### src/lfww_pkg.sv
// Shared types and constants for the line folder with word wrap.
package lfww_pkg;

   localparam logic [7:0] CHAR_BLANK   = 8'd32;
   localparam logic [7:0] CHAR_NEWLINE = 8'd10;
   localparam logic [5:0] FOLD_RESET   = 6'd20;

   typedef struct packed {
      logic [7:0] char_in;
      logic       end_of_stream;
   } req_word_type;

   typedef struct packed {
      logic [7:0] char_out;
      logic       last_of_run;
   } rsp_word_type;

   typedef struct packed {
      logic take;
      logic emit_rd;
      logic load_char;
      logic load_nl;
      logic cp_rd;
      logic cp_wr;
   } ctl_cmd_type;

   typedef struct packed {
      logic take_emit;
      logic take_nl;
      logic out_free;
      logic emit_more;
      logic nl_follow;
      logic copy_needed;
      logic copy_more;
   } dp_status_type;

endpackage

### src/lfww_ram.sv
// Generic single-write, single-read RAM with registered read data.
module lfww_ram #(
   parameter int WIDTH = 8,
   parameter int DEPTH = 33
) (
   input  logic                     clock,
   input  logic                     wr_en,
   input  logic [$clog2(DEPTH)-1:0] wr_addr,
   input  logic [WIDTH-1:0]         wr_data,
   input  logic                     rd_en,
   input  logic [$clog2(DEPTH)-1:0] rd_addr,
   output logic [WIDTH-1:0]         rd_data
);

   logic [WIDTH-1:0] mem_ff [DEPTH];
   logic [WIDTH-1:0] rd_data_ff;

   always_ff @(posedge clock) begin
      if (wr_en) begin
         mem_ff[wr_addr] <= wr_data;
      end
      if (rd_en) begin
         rd_data_ff <= mem_ff[rd_addr];
      end
   end

   assign rd_data = rd_data_ff;

endmodule

### src/lfww_datapath.sv
// Datapath: line buffer, counters, fold decisions and the output register.
module lfww_datapath import lfww_pkg::*; #(
   parameter int MAX_WIDTH = 32
) (
   input  logic          clock,
   input  logic          reset,
   input  logic          csr_wr_en,
   input  logic [5:0]    csr_wr_data,
   input  req_word_type  req_word,
   input  logic          rsp_ready,
   output logic          rsp_valid,
   output rsp_word_type  rsp_word,
   input  ctl_cmd_type   cmd,
   output dp_status_type status
);

   localparam int DEPTH = MAX_WIDTH + 1;
   localparam int AW    = $clog2(DEPTH);
   localparam int CW    = $clog2(MAX_WIDTH + 2);

   logic [5:0]    fold_column_ff, fold_column_in;
   logic [CW-1:0] held_count_ff, held_count_in;
   logic          blank_seen_ff, blank_seen_in;
   logic [CW-1:0] blank_position_ff, blank_position_in;
   logic [7:0]    char_ff, char_in;
   logic [CW-1:0] emit_end_ff, emit_end_in;
   logic [CW-1:0] src_end_ff, src_end_in;
   logic [CW-1:0] cut_ff, cut_in;
   logic [CW-1:0] rd_idx_ff, rd_idx_in;
   logic [CW-1:0] wr_idx_ff, wr_idx_in;
   logic          nl_follow_ff, nl_follow_in;
   logic          copy_needed_ff, copy_needed_in;
   logic          fix_ff, fix_in;
   logic          rsp_valid_ff, rsp_valid_in;
   rsp_word_type  rsp_word_ff, rsp_word_in;

   logic [CW-1:0] width_now;
   logic          is_eos, is_nl, is_blank, is_full;
   logic          take_flush, take_fold, fold_blank;
   logic [CW-1:0] fold_cut, take_count;

   logic          ram_wr_en, ram_rd_en;
   logic [AW-1:0] ram_wr_addr, ram_rd_addr;
   logic [7:0]    ram_wr_data, ram_rd_data;

   // A width of zero acts as one, and a width beyond MAX_WIDTH acts as MAX_WIDTH.
   always_comb begin
      if (fold_column_ff == 6'd0) begin
         width_now = CW'(1);
      end else if ({1'b0, fold_column_ff} > 7'(MAX_WIDTH)) begin
         width_now = CW'(MAX_WIDTH);
      end else begin
         width_now = CW'(fold_column_ff);
      end
   end

   assign is_eos     = req_word.end_of_stream;
   assign is_nl      = (req_word.char_in == CHAR_NEWLINE);
   assign is_blank   = (req_word.char_in == CHAR_BLANK);
   assign is_full    = (held_count_ff >= width_now);
   assign take_flush = is_eos | is_nl;
   assign take_fold  = !take_flush && is_full;
   assign fold_blank = blank_seen_ff | is_blank;
   assign fold_cut   = is_blank ? held_count_ff : blank_position_ff;
   assign take_count = (take_fold && fold_blank) ? fold_cut : held_count_ff;

   always_comb begin
      status.take_emit   = (take_flush || take_fold) && (take_count != '0);
      status.take_nl     = !is_eos && (is_nl || is_full);
      status.out_free    = !rsp_valid_ff || rsp_ready;
      status.emit_more   = (rd_idx_ff < emit_end_ff);
      status.nl_follow   = nl_follow_ff;
      status.copy_needed = copy_needed_ff;
      status.copy_more   = (rd_idx_ff <= src_end_ff);
   end

   always_comb begin
      fold_column_in    = fold_column_ff;
      held_count_in     = held_count_ff;
      blank_seen_in     = blank_seen_ff;
      blank_position_in = blank_position_ff;
      char_in           = char_ff;
      emit_end_in       = emit_end_ff;
      src_end_in        = src_end_ff;
      cut_in            = cut_ff;
      rd_idx_in         = rd_idx_ff;
      wr_idx_in         = wr_idx_ff;
      nl_follow_in      = nl_follow_ff;
      copy_needed_in    = copy_needed_ff;
      fix_in            = fix_ff;
      rsp_valid_in      = rsp_valid_ff;
      rsp_word_in       = rsp_word_ff;

      if (csr_wr_en) begin
         fold_column_in = csr_wr_data;
      end

      if (cmd.take) begin
         char_in        = req_word.char_in;
         rd_idx_in      = '0;
         emit_end_in    = take_count;
         nl_follow_in   = status.take_nl;
         src_end_in     = held_count_ff;
         cut_in         = fold_cut;
         copy_needed_in = 1'b0;
         fix_in         = 1'b0;
         if (take_flush) begin
            held_count_in     = '0;
            blank_seen_in     = 1'b0;
            blank_position_in = '0;
         end else if (take_fold) begin
            copy_needed_in    = fold_blank && (fold_cut != held_count_ff);
            fix_in            = !fold_blank;
            held_count_in     = fold_blank ? (held_count_ff - fold_cut) : CW'(1);
            blank_seen_in     = 1'b0;
            blank_position_in = '0;
         end else begin
            held_count_in = held_count_ff + CW'(1);
            if (is_blank) begin
               blank_seen_in     = 1'b1;
               blank_position_in = held_count_ff;
            end
         end
      end

      if (cmd.emit_rd || cmd.cp_rd) begin
         rd_idx_in = rd_idx_ff + CW'(1);
      end
      if (cmd.load_nl) begin
         rd_idx_in = cut_ff + CW'(1);
         wr_idx_in = '0;
      end
      if (cmd.cp_wr) begin
         wr_idx_in = wr_idx_ff + CW'(1);
      end

      if (cmd.load_char) begin
         rsp_valid_in         = 1'b1;
         rsp_word_in.char_out = ram_rd_data;
         rsp_word_in.last_of_run = (rd_idx_ff == emit_end_ff) && !nl_follow_ff;
      end else if (cmd.load_nl) begin
         rsp_valid_in            = 1'b1;
         rsp_word_in.char_out    = CHAR_NEWLINE;
         rsp_word_in.last_of_run = 1'b1;
      end else if (rsp_ready) begin
         rsp_valid_in = 1'b0;
      end
   end

   always_ff @(posedge clock) begin
      if (reset) begin
         fold_column_ff    <= FOLD_RESET;
         held_count_ff     <= '0;
         blank_seen_ff     <= 1'b0;
         blank_position_ff <= '0;
         rd_idx_ff         <= '0;
         wr_idx_ff         <= '0;
         nl_follow_ff      <= 1'b0;
         copy_needed_ff    <= 1'b0;
         fix_ff            <= 1'b0;
         rsp_valid_ff      <= 1'b0;
      end else begin
         fold_column_ff    <= fold_column_in;
         held_count_ff     <= held_count_in;
         blank_seen_ff     <= blank_seen_in;
         blank_position_ff <= blank_position_in;
         rd_idx_ff         <= rd_idx_in;
         wr_idx_ff         <= wr_idx_in;
         nl_follow_ff      <= nl_follow_in;
         copy_needed_ff    <= copy_needed_in;
         fix_ff            <= fix_in;
         rsp_valid_ff      <= rsp_valid_in;
      end
      char_ff     <= char_in;
      emit_end_ff <= emit_end_in;
      src_end_ff  <= src_end_in;
      cut_ff      <= cut_in;
      rsp_word_ff <= rsp_word_in;
   end

   // Write port: buffering a new character, restarting a line after a hard fold,
   // or moving the carried tail to the front of the buffer.
   always_comb begin
      ram_wr_en   = 1'b0;
      ram_wr_addr = held_count_ff[AW-1:0];
      ram_wr_data = req_word.char_in;
      if (cmd.take && !take_flush) begin
         ram_wr_en = 1'b1;
      end else if (cmd.load_nl && fix_ff) begin
         ram_wr_en   = 1'b1;
         ram_wr_addr = '0;
         ram_wr_data = char_ff;
      end else if (cmd.cp_wr) begin
         ram_wr_en   = 1'b1;
         ram_wr_addr = wr_idx_ff[AW-1:0];
         ram_wr_data = ram_rd_data;
      end
   end

   assign ram_rd_en   = cmd.emit_rd | cmd.cp_rd;
   assign ram_rd_addr = rd_idx_ff[AW-1:0];

   lfww_ram #(
      .WIDTH (8),
      .DEPTH (DEPTH)
   ) u_line_store (
      .clock   (clock),
      .wr_en   (ram_wr_en),
      .wr_addr (ram_wr_addr),
      .wr_data (ram_wr_data),
      .rd_en   (ram_rd_en),
      .rd_addr (ram_rd_addr),
      .rd_data (ram_rd_data)
   );

   assign rsp_valid = rsp_valid_ff;
   assign rsp_word  = rsp_word_ff;

endmodule

### src/lfww_controller.sv
// Controller: sequences accept, emission, newline and tail copy.
module lfww_controller import lfww_pkg::*; (
   input  logic          clock,
   input  logic          reset,
   input  logic          req_valid,
   output logic          req_ready,
   input  dp_status_type status,
   output ctl_cmd_type   cmd
);

   localparam logic [2:0] S_IDLE = 3'd0;
   localparam logic [2:0] S_RD   = 3'd1;
   localparam logic [2:0] S_WR   = 3'd2;
   localparam logic [2:0] S_NL   = 3'd3;
   localparam logic [2:0] S_CPR  = 3'd4;
   localparam logic [2:0] S_CPW  = 3'd5;

   logic [2:0] state_ff, state_in;

   always_comb begin
      state_in  = state_ff;
      req_ready = 1'b0;
      cmd       = '0;
      case (state_ff)
         S_IDLE: begin
            req_ready = 1'b1;
            if (req_valid) begin
               cmd.take = 1'b1;
               if (status.take_emit) begin
                  state_in = S_RD;
               end else if (status.take_nl) begin
                  state_in = S_NL;
               end
            end
         end
         S_RD: begin
            cmd.emit_rd = 1'b1;
            state_in    = S_WR;
         end
         S_WR: begin
            if (status.out_free) begin
               cmd.load_char = 1'b1;
               if (status.emit_more) begin
                  cmd.emit_rd = 1'b1;
               end else if (status.nl_follow) begin
                  state_in = S_NL;
               end else begin
                  state_in = S_IDLE;
               end
            end
         end
         S_NL: begin
            if (status.out_free) begin
               cmd.load_nl = 1'b1;
               state_in    = status.copy_needed ? S_CPR : S_IDLE;
            end
         end
         S_CPR: begin
            cmd.cp_rd = 1'b1;
            state_in  = S_CPW;
         end
         S_CPW: begin
            cmd.cp_wr = 1'b1;
            if (status.copy_more) begin
               cmd.cp_rd = 1'b1;
            end else begin
               state_in = S_IDLE;
            end
         end
         default: begin
            state_in = S_IDLE;
         end
      endcase
   end

   always_ff @(posedge clock) begin
      if (reset) begin
         state_ff <= S_IDLE;
      end else begin
         state_ff <= state_in;
      end
   end

endmodule

### src/line_folder_word_wrap_top.sv
// Line folder with word wrap: folds a character stream into lines of at most
// fold_column characters, clamped to 1..MAX_WIDTH, breaking at the last blank
// where there is one. A character that only joins the buffered line leaves the
// block idle and ready for the next word. An item that flushes or folds the line
// emits the characters before the cut, then the newline unless the stream ends,
// then carries any tail after the last blank into the next line, and waits
// while the output is stalled. Every emitted or carried character passes through
// the single read port of the line buffer once. Words are accepted only while no
// fold or flush is in progress. The fold width resets to 20.
module line_folder_word_wrap_top import lfww_pkg::*; #(
   parameter int MAX_WIDTH = 32
) (
   input  logic         clock,
   input  logic         reset,
   input  logic         csr_wr_en,
   input  logic [5:0]   csr_wr_data,
   input  logic         req_valid,
   output logic         req_ready,
   input  req_word_type req_word,
   output logic         rsp_valid,
   input  logic         rsp_ready,
   output rsp_word_type rsp_word
);

   ctl_cmd_type   cmd;
   dp_status_type status;

   lfww_controller u_controller (
      .clock     (clock),
      .reset     (reset),
      .req_valid (req_valid),
      .req_ready (req_ready),
      .status    (status),
      .cmd       (cmd)
   );

   lfww_datapath #(
      .MAX_WIDTH (MAX_WIDTH)
   ) u_datapath (
      .clock       (clock),
      .reset       (reset),
      .csr_wr_en   (csr_wr_en),
      .csr_wr_data (csr_wr_data),
      .req_word    (req_word),
      .rsp_ready   (rsp_ready),
      .rsp_valid   (rsp_valid),
      .rsp_word    (rsp_word),
      .cmd         (cmd),
      .status      (status)
   );

endmodule

### config.mk
export PLATFORM = sky130hd
export DESIGN_NAME = line_folder_word_wrap_top
export DESIGN_NICKNAME = d
export VERILOG_FILES = /design/src/lfww_pkg.sv /design/src/lfww_ram.sv /design/src/lfww_datapath.sv /design/src/lfww_controller.sv /design/src/line_folder_word_wrap_top.sv
export SDC_FILE = /design/constraint.sdc
export NUM_CORES = 1
export LEC_CHECK = 0
export BUFFER_PORTS_ARGS = -buffer_cell sky130_fd_sc_hd__buf_4
export CAP_MARGIN = 10
export CORE_MARGIN = 10
export CORE_UTILIZATION = 56
export DETAILED_ROUTE_END_ITERATION = 8
export GPL_ROUTABILITY_DRIVEN = 0
export GPL_TIMING_DRIVEN = 0
export PLACE_DENSITY = 0.78
export SYNTH_ARGS = -nofsm -noshare
export SYNTH_HDL_FRONTEND = slang
export SYNTH_SLANG_ARGS = --single-unit
### constraint.sdc
create_clock -name clock -period 3 [get_ports clock]
set_input_delay 0.3 -clock clock [delete_from_list [all_inputs] [get_ports clock]]
set_output_delay 0.3 -clock clock [all_outputs]
set_load 0.03 [all_outputs]
# Word level (Yosys, flattened, before mapping)
# Memory sizes are Yosys's and may differ from the RTL's. A register that Yosys moved wholly into a read port is not among the register bits.
# Index checks and enable logic that the tools add are counted.
[totals] reg_bits=73 mem_bits_rw=264 wordCells=131 memories=1
[classes] add_sub_neg=5 order_cmp=4 eq_ne=15 mux=59 n_bitwise=3 reduce_logical=27
[mem_list] memory="u_datapath.u_line_store.mem_ff" words=33 width=8 read_ports=1 rd_ports_with_merged_regs=1 wr=1 line_no="lfww_ram.sv:15" source="logic [WIDTH-1:0] mem_ff [DEPTH];"
[op_table] op="6-bit 2-to-1 mux" n=17
[op_table] op="6-bit by 1-bit adder with 6-bit output, second input constant" n=4
[op_table] op="1-bit 2-to-1 mux" n=24
[op_table] op="3-bit 2-to-1 mux" n=8
[op_table] op="8-bit 2-to-1 mux" n=3
[op_table] op="9-bit 2-to-1 mux" n=2
[op_table] op="3-bit case mux with 6 select lines" n=1
[op_table] op="2-bit inequality test, second input constant" n=5
[op_table] op="3-bit nonzero test" n=3
[op_table] op="8-bit by 4-bit == test with 1-bit output, second input constant" n=1
[op_table] op="8-bit by 6-bit == test with 1-bit output, second input constant" n=1
[op_table] op="1-bit logical AND" n=8
[op_table] op="3-bit by 2-bit == test with 1-bit output, second input constant" n=2
[op_table] op="3-bit == test, second input constant" n=2
[op_table] op="6-bit == test" n=1
[op_table] op="6-bit greater-or-equal comparator" n=1
[op_table] op="6-bit greater-than comparator, second input constant" n=1
[op_table] op="6-bit <= comparator" n=1
[op_table] op="6-bit logical NOT" n=1
[op_table] op="6-bit less-than comparator" n=1
[op_table] op="6-bit inequality test" n=1
[op_table] op="6-bit AND reduction" n=1
[op_table] op="6-bit nonzero test" n=1
[op_table] op="6-bit subtractor" n=1
[op_table] op="other kinds (10)" n=22

# Longest topological paths before layout
# Gate-level depths: netlist of run 1.
[depth] depth_word=12 depth_mapped=15 ltp_nobuf=14

# Hierarchy
# Synthesis of run 1 repeated with hierarchy kept, for this count alone.
[unflattened] hier_cells=1032 area_unflattened_um2=15015.7
[by_module_without_submodules] module="lfww_ram" n_inst=1 cells_per_inst=594 area_per_inst_um2=10801.6 seq_area_each_um2=8167.8
[by_module_without_submodules] module="lfww_datapath" n_inst=1 cells_per_inst=404 area_per_inst_um2=3910.0 seq_area_each_um2=1751.7
[by_module_without_submodules] module="lfww_controller" n_inst=1 cells_per_inst=34 area_per_inst_um2=304.0 seq_area_each_um2=60.1

# Worst setup path after synthesis of run 1
# Ideal clock, no wire load.
[synth_path] path_type="register -> register" from="reg u_controller.state_ff[2]" to="mem u_datapath.u_line_store.mem_ff[32][0] (enable)" setup_time_ns=0.395 arrival_time_ns=2.747 setup_slack_ns=-0.141 stages_incl_launch_ff=9 n_path_buf=1 cell_sequence="dfxtp_1 clkbuf_1 nor3_2 nand2_1 inv_2 nand2_1 o221ai_1 nand2_1 nor4_1"
[synth_via] elab_chain_cells=7 word_cells_on_any_way=16 cone_classes="eq/ne: 2; mux: 11; reduce/logical: 3"
[synth_lines] item="from (decl)" line_no="lfww_controller.sv:18" source="logic [2:0] state_ff, state_in;"
[synth_lines] item="from (signal assigned)" line_no="lfww_controller.sv:80" source="state_ff <= state_in;"
[synth_lines] item="3-bit == test / 3-bit by 2-bit == test with 1-bit output (equally long branches)" line_no="lfww_controller.sv:24" source="case (state_ff)"
[synth_lines] item="1-bit 2-to-1 mux" line_no="lfww_controller.sv:24"
[synth_lines] item="1-bit 2-to-1 mux / 1-bit logical AND (equally long branches)" line_no="lfww_datapath.sv:193, lfww_datapath.sv:189"
[synth_lines] item="1-bit 2-to-1 mux" line_no="lfww_datapath.sv:189" source="end else if (cmd.load_nl && fix_ff) begin"
[synth_lines] item="1-bit 2-to-1 mux" line_no="lfww_datapath.sv:187" source="if (cmd.take && !take_flush) begin"
[synth_lines] item="1-bit 2-to-1 mux" line_no="lfww_ram.sv:19" source="if (wr_en) begin"
[synth_lines] item="1-bit 2-to-1 mux (implied by the code)" line_no="lfww_ram.sv:20" source="mem_ff[wr_addr] <= wr_data;"
[synth_lines] item="to (decl)" line_no="lfww_ram.sv:15"
# Several ways; a longest one is shown, not always the timed one.

# Worst setup path in the final report of run 1
[layout_path] from="reg u_controller.state_ff[2]" to="mem u_datapath.u_line_store.mem_ff[27][4] (enable)"
# Same word-level chain as after synthesis.

==> results of run 1 <==
## stage by stage
step	hold slack, ns	worst slack [ns]	utilization, %
6_report	0.0118	0.0439	67.3
3_3_place_gp	0.454	-1.56	59.0
5_1_grt	0.0262	-0.0443	67.3
3_5_place_dp	0.465	-0.590	59.6
2_1_floorplan	0.399	-0.0864	-
4_1_cts	0.00180	-0.269	66.5
## sequential cells by signal, indices dropped and copies added (netlist names)
signal and flops:
u_datapath.rsp_valid 1, u_datapath.char_ff 8, u_datapath.src_end_ff 6, u_datapath.fix_ff 1
u_datapath.blank_seen_ff 1, u_datapath.held_count_ff 6, u_controller.state_ff 3, u_datapath.u_line_store.mem_ff 264
u_datapath.cut_ff 6, u_datapath.ram_rd_addr 6, u_datapath.emit_end_ff 6, u_datapath.copy_needed_ff 1
u_datapath.blank_position_ff 6, u_datapath.u_line_store.rd_data 8, u_datapath.wr_idx_ff 6, u_datapath.nl_follow_ff 1
u_datapath.fold_column_ff 6, u_datapath.rsp_word 9
## logic make-up (layout without fill, tap and decap cells)
family	count (synthesis)	count (layout)	share of synthesized area [%]
xor gates and xnor gates	8	8	0.478
buffers and inverters	75	193	2.30
and+or+nand+nor	245	245	7.85
adders and majority gates	28	28	2.44
muxes	105	105	14.2
AOI/OAI and AO/OA	114	119	4.68
DFF	345	345	68.1
## worst paths after layout
| check | start | to | slack, ns | depth (start not counted) |
|---|---|---|---|---|
| hold reg to reg | u_datapath.blank_position_ff[0] | u_datapath.blank_position_ff[0] | 0.49 | 2 |
| setup reg to reg | u_controller.state_ff[2] | u_datapath.u_line_store.mem_ff[27][4] | 0.04 | 8 |
| hold / removal | csr_wr_data[0] | u_datapath.fold_column_ff[0] | 0.01 | 3 |
| setup / recovery | u_controller.state_ff[2] | u_datapath.u_line_store.mem_ff[27][4] | 0.04 | 8 |
## per-layer routing
| layer | wire, um | up-vias | track usage (%) |
|---|---|---|---|
| met1 | 14500 | 4574 | 29.8 |
| met3 | 4550 | 127 | 6.12 |
| met4 | 1730 | 0 | 8.95 |
| met5 | 0 | - | 0 |
| met2 | 19200 | 701 | 37.4 |
| li1 | - | 3825 | - |
## power groups by stage
stage	registers [W]	clock network (W)	logic, W
6_report	0.00544	0.00436	0.00125
5_1_grt	0.00544	0.00455	0.00131
4_1_cts	0.00543	0.00433	0.00118
3_5_place_dp	0.00553	0	0.00111
3_3_place_gp	0.00554	0	0.00106
2_1_floorplan	0.00552	0	0.000763
## what timing repair did
item / 4_1_cts / 5_1_grt
hold endpoints to repair: 9 / 0
pin swaps: 8 / 4
setup endpoints to repair: 503 / 376
gates cloned: 5 / 0
setup buffers: 12 / 3
hold buffers: 9 / 0
resized for setup: 80 / 34
## synthesized netlist by cell type (all sizes together), types with 2 or more instances
master,number
a211o,2
a211oi,3
a21o,4
a21oi,42
a311oi,2
a31oi,15
and2,4
and3,10
buf,16
clkbuf,29
dfxtp,38
edfxtp,307
ha,27
inv,30
mux2,5
mux2i,20
mux4,80
nand2,75
nand2b,8
nand3,24
nand3b,2
nand4,6
nand4b,2
nor2,76
nor2b,6
nor3,15
nor4,3
nor4b,3
o211ai,3
o21a,2
o21ai,27
o311a,2
o31ai,2
or2,2
or3,2
or4,3
xnor2,4
xor2,4
## critical path: stages, from the launching register on
cell      delay, ns
dfxtp_1        0.30
clkbuf_1       0.20
nor3_2         0.33
nand2_1        0.25
inv_2          0.18
nand2_1        0.21
o21ai_2        0.36
nand3_2        0.39
nor2_4         0.40
## final cells by class
type	instances	area, um^2	share of cell area (%)
sequential	345	9980	57.2
multi-input combinational	505	4970	28.5
clock buffer	46	970	5.56
timing repair buffer	56	596	3.41
tap	335	419	2.40
buffer	44	233	1.33
clock inverter	17	160	0.918
inverter	30	113	0.646
==> impl_metrics.ini, run 1 <==
[outcome]
status = complete, no violations

[sta]
report.final.setup_viol = 0
timing_worst_slew_pin_value_ns = 0.934
slew_headroom_pct = 37.8
final_hold_viol_count = 0
finalMaxSlewViolations = 0
achievable-frequency_mhz = 338
period_needed_ns = 2.96
skew_ns = 0.0148
finalSetupTns_ns = 0
final_min_period_over_clock_period_pct = 98.5

[route]
wl_per_cell_um = 29.0
wirelength_um = 39900
drt_iter0_drc = 1321
num_vias = 9227
drtAntennaViolNets = 0
viasPerCell = 6.70
drc_violation_count_after_routing = 0
drtPass1Iterations = 5

[place]
post_dp_cell_area_um2 = 15500
detailed_place_hpwl_um = 22100
placed_cells_incl_taps = 1287
io_buffers = 28

[floorplan]
initial_core_util_pct = 56.6
rows = 59
chipHeight_um = 182
io_pins = 31
floorplan.die_area_um2 = 33100
fp.coreArea_um2 = 25900
dieWidth_um = 182

[synthesis]
yosysSeqAreaShare_pct = 68.1
post_synthesis_cell_type_count = 65
yosys_warnings = 0
synth-main-ff-cell = edfxtp_1
synth_seq_cells = 345
synth_top_area_cell = edfxtp_1
async_reset_ff_share_pct = 0
synth_area_per_cell_um2 = 15.9
synth_cells = 920
syn-num-nets = 968
ys_top_cells_by_area = edfxtp_1 (63%), mux4_2 (11%), dfxtp_1 (5.2%), ha_1 (2.3%), nand2_1 (1.9%)
synthDominantCellAreaShare_pct = 62.9
synth.cell_area_um2 = 14700
synth-edff-count = 307

[clock_tree]
clk_transition_reported_paths_ns = 0.06
tritoncts.num_buffers = 36
clock_latency_ns = 0.53
clock_path_buffers = 3
root_buffer = clkbuf_16
cts-htree-levels = 2
cts_tree = built
clock_sink_count = 345

[final_layout]
mostFrequentLayoutCells = edfxtp_1 (307), mux4_2 (74), nand2_1 (70)
post_route_non_filler_standard_cell_count = 1378
stdcell_area_um2 = 17400
share_of_cells_above_drive_strength_1_pct = 26.0
design.final.nets = 1066
n_fill_cell = 1628
diodes = 0
post_synthesis_to_final_layout_area_growth_pct = 18.9
layout.cells.most_common = edfxtp_1

[job]
maxCapViolations = 0

[pwr]
power.switching_fraction_pct = 24.4
p_comb_share_pct = 11.3
power_frac_clock_pct = 39.5
post-layout-total-power_w = 0.0111
irDropWorstVdd_uv = 557
seqPwrFrac_pct = 49.2
power.density_cell_area_nw_per_um2 = 634
power.leakage_nw = 5.72
internal_power_w = 0.00836
net-switching-power_w = 0.00269

[global_routing]
initial_antenna_violation_count = 1
globalRouteOverflowTotal = 0
pin_count_of_the_biggest_net_entering_global_routing = 36
grt_usage_pct = 23.3
grt_pass1_wl_um = 58200
first_global_vias = 8896

[worst_setup_path]
crit_path_max_fanout = 10
setup.worst_path.start_class = register
cp.required_ns = 3.21
critical_setup_path_class = register to register
cp-end-kind = register
critical_path_arrival_ns = 3.16

[worst_hold_path]
hold_path_class = primary input to register
Power figures use the tool's default switching activity.
==> run 2, diff against run 1 <==
==> constraint.sdc (replaced) <==
create_clock -name clock -period 2.5 [get_ports clock]
set_input_delay 0.25 -clock clock [delete_from_list [all_inputs] [get_ports clock]]
set_output_delay 0.25 -clock clock [all_outputs]
set_load 0.03 [all_outputs]
==> impl_metrics.ini, run 2 (synthesized netlist as in run 1, its figures left out) <==
[final_layout]
post_synthesis_to_final_layout_area_growth_pct = 28.1
layout.cells.most_common = edfxtp_1
multi_input_area_um2 = 5280
sequential_cell_area_um2 = 10000
max_flop_register = u_datapath.u_line_store.mem_ff
n_fill_cell = 1386
share_of_cells_above_drive_strength_1_pct = 35.7
max_ffs_per_register = 264
diodes = 0
design.final.nets = 1133
mostFrequentLayoutCells = edfxtp_1 (307), mux4_2 (76), buf_4 (71)
layout.core_utilization_pct = 72.5
post_route_non_filler_standard_cell_count = 1441

[floorplan]
initial_core_util_pct = 56.6
fp.coreArea_um2 = 25900
dieWidth_um = 182
chipHeight_um = 182
io_pins = 31
floorplan.die_area_um2 = 33100
rows = 59

[worst_setup_path]
crit_path_max_fanout = 10
cp.required_ns = 2.75
worst-r2r-cell-count = 9
critical_setup_path_class = register to register
setup.worst_path.start_class = register
critical_path_arrival_ns = 2.85
cp-end-kind = register

[route]
viasPerCell = 6.82
wirelength_um = 44100
wl_per_cell_um = 30.6
drt_iter0_drc = 1377
drtPass1Iterations = 8
drc_violation_count_after_routing = 1
num_vias = 9822
drtAntennaViolNets = 0

[place]
detailed_place_hpwl_um = 22100
io_buffers = 28
placed_cells_incl_taps = 1287
placement.setup.worst_slack_ns = -0.699

[sta]
fin_ws_ns = -0.100
grt_setup_unrepaired = true
achievable-frequency_mhz = 385
skew_ns = 0.0376
report.final.setup_viol = 189
period_needed_ns = 2.60
slew_headroom_pct = 38.7
finalSetupTns_ns = -5.30
timing_worst_slew_pin_value_ns = 0.919
final_min_period_over_clock_period_pct = 104
final_hold_viol_count = 0
finalMaxSlewViolations = 0

[global_routing]
grt_usage_pct = 23.9
first_global_vias = 9328
globalRouteOverflowTotal = 0
pin_count_of_the_biggest_net_entering_global_routing = 36
initial_antenna_violation_count = 1
grt_pass1_wl_um = 59700

[pwr]
power.leakage_nw = 6.29
irDropWorstVdd_uv = 698
post-layout-total-power_w = 0.0136
power.density_cell_area_nw_per_um2 = 726

[worst_hold_path]
hold_path_class = primary input to register
hold_path_depth = 3

[outcome]
status = complete, but fails checks
violations = design-rule violations, negative setup slack

[clock_tree]
cts-htree-levels = 2
clock_sink_count = 345
clock_path_buffers = 3
clock_latency_ns = 0.54
tritoncts.num_buffers = 35
root_buffer = clkbuf_16
cts_tree = built
clk_transition_reported_paths_ns = 0.06

[job]
maxCapViolations = 0
run 2: cell count changes in the layout (fill, tap and decap cells not counted), moves of 9 or more:
cell      before  now
buf_4         36   71
dfxtp_1       38   27
dfxtp_2        0    9
clkbuf_1      31   17
buf_12        12   38
run 2: routing by layer:
metal | global-route usage [%] | vias up | wire [um] | share of wire, %
li1 | - | 3954 | - | -
met2 | 38.4 | 757 | 21400 | 48
met1 | 31.0 | 4907 | 15500 | 35
met5 | 0 | - | 18 | 0.041
met3 | 5.35 | 202 | 4810 | 11
met4 | 9.66 | 2 | 2380 | 5.4
run 2: critical path, stage by stage (launching register included):
cell	delay [ns]
dfxtp_1	0.31
clkbuf_4	0.20
nand3_1	0.20
buf_4	0.26
mux2i_4	0.29
a21oi_4	0.12
nor2_4	0.27
nand2_4	0.11
nor4_4	0.32
buf_4	0.23
run 2: layout make-up:
type | instances | area share (%)
sequential | 345 | 53.2
multi-input combinational | 504 | 28.1
timing repair buffer | 126 | 8.07
clock buffer | 42 | 5.08
tap | 335 | 2.23
buffer | 43 | 1.83
clock inverter | 16 | 0.793
inverter | 30 | 0.640
run 2: repair_timing:
| item | CTS | global route |
|---|---|---|
| pin swaps | 37 | 38 |
| endpoints found under the hold margin | 14 | 0 |
| cloned | 4 | 4 |
| hold buffers | 14 | 0 |
| buffers inserted | 50 | 26 |
| resized for setup | 108 | 77 |
| endpoints found under the setup margin | 530 | 568 |
run 2: worst paths after layout:
kind / from / end / slack, ns
worst max register to register: u_controller.state_ff[0] / u_datapath.u_line_store.mem_ff[32][3] / -0.10
worst min-delay path: rsp_ready / u_datapath.rsp_valid / 0.03
worst max-delay path: u_controller.state_ff[0] / u_datapath.u_line_store.mem_ff[32][3] / -0.10
worst min register to register: u_datapath.blank_position_ff[0] / u_datapath.blank_position_ff[0] / 0.49
run 2: power breakdown:
part           switching (W)  internal (W)
registers          0.0000928       0.00644
logic                0.00106      0.000852
clock network        0.00216       0.00302
total                0.00332        0.0103
run 2: metrics by stage:
step                cell area (um^2)  hold WS [ns]
finish                         18800        0.0271
global route                   18800        0.0290
CTS                            18100        0.0314
detailed placement             15700         0.460
global placement               15600         0.455
floorplan                      14900         0.349
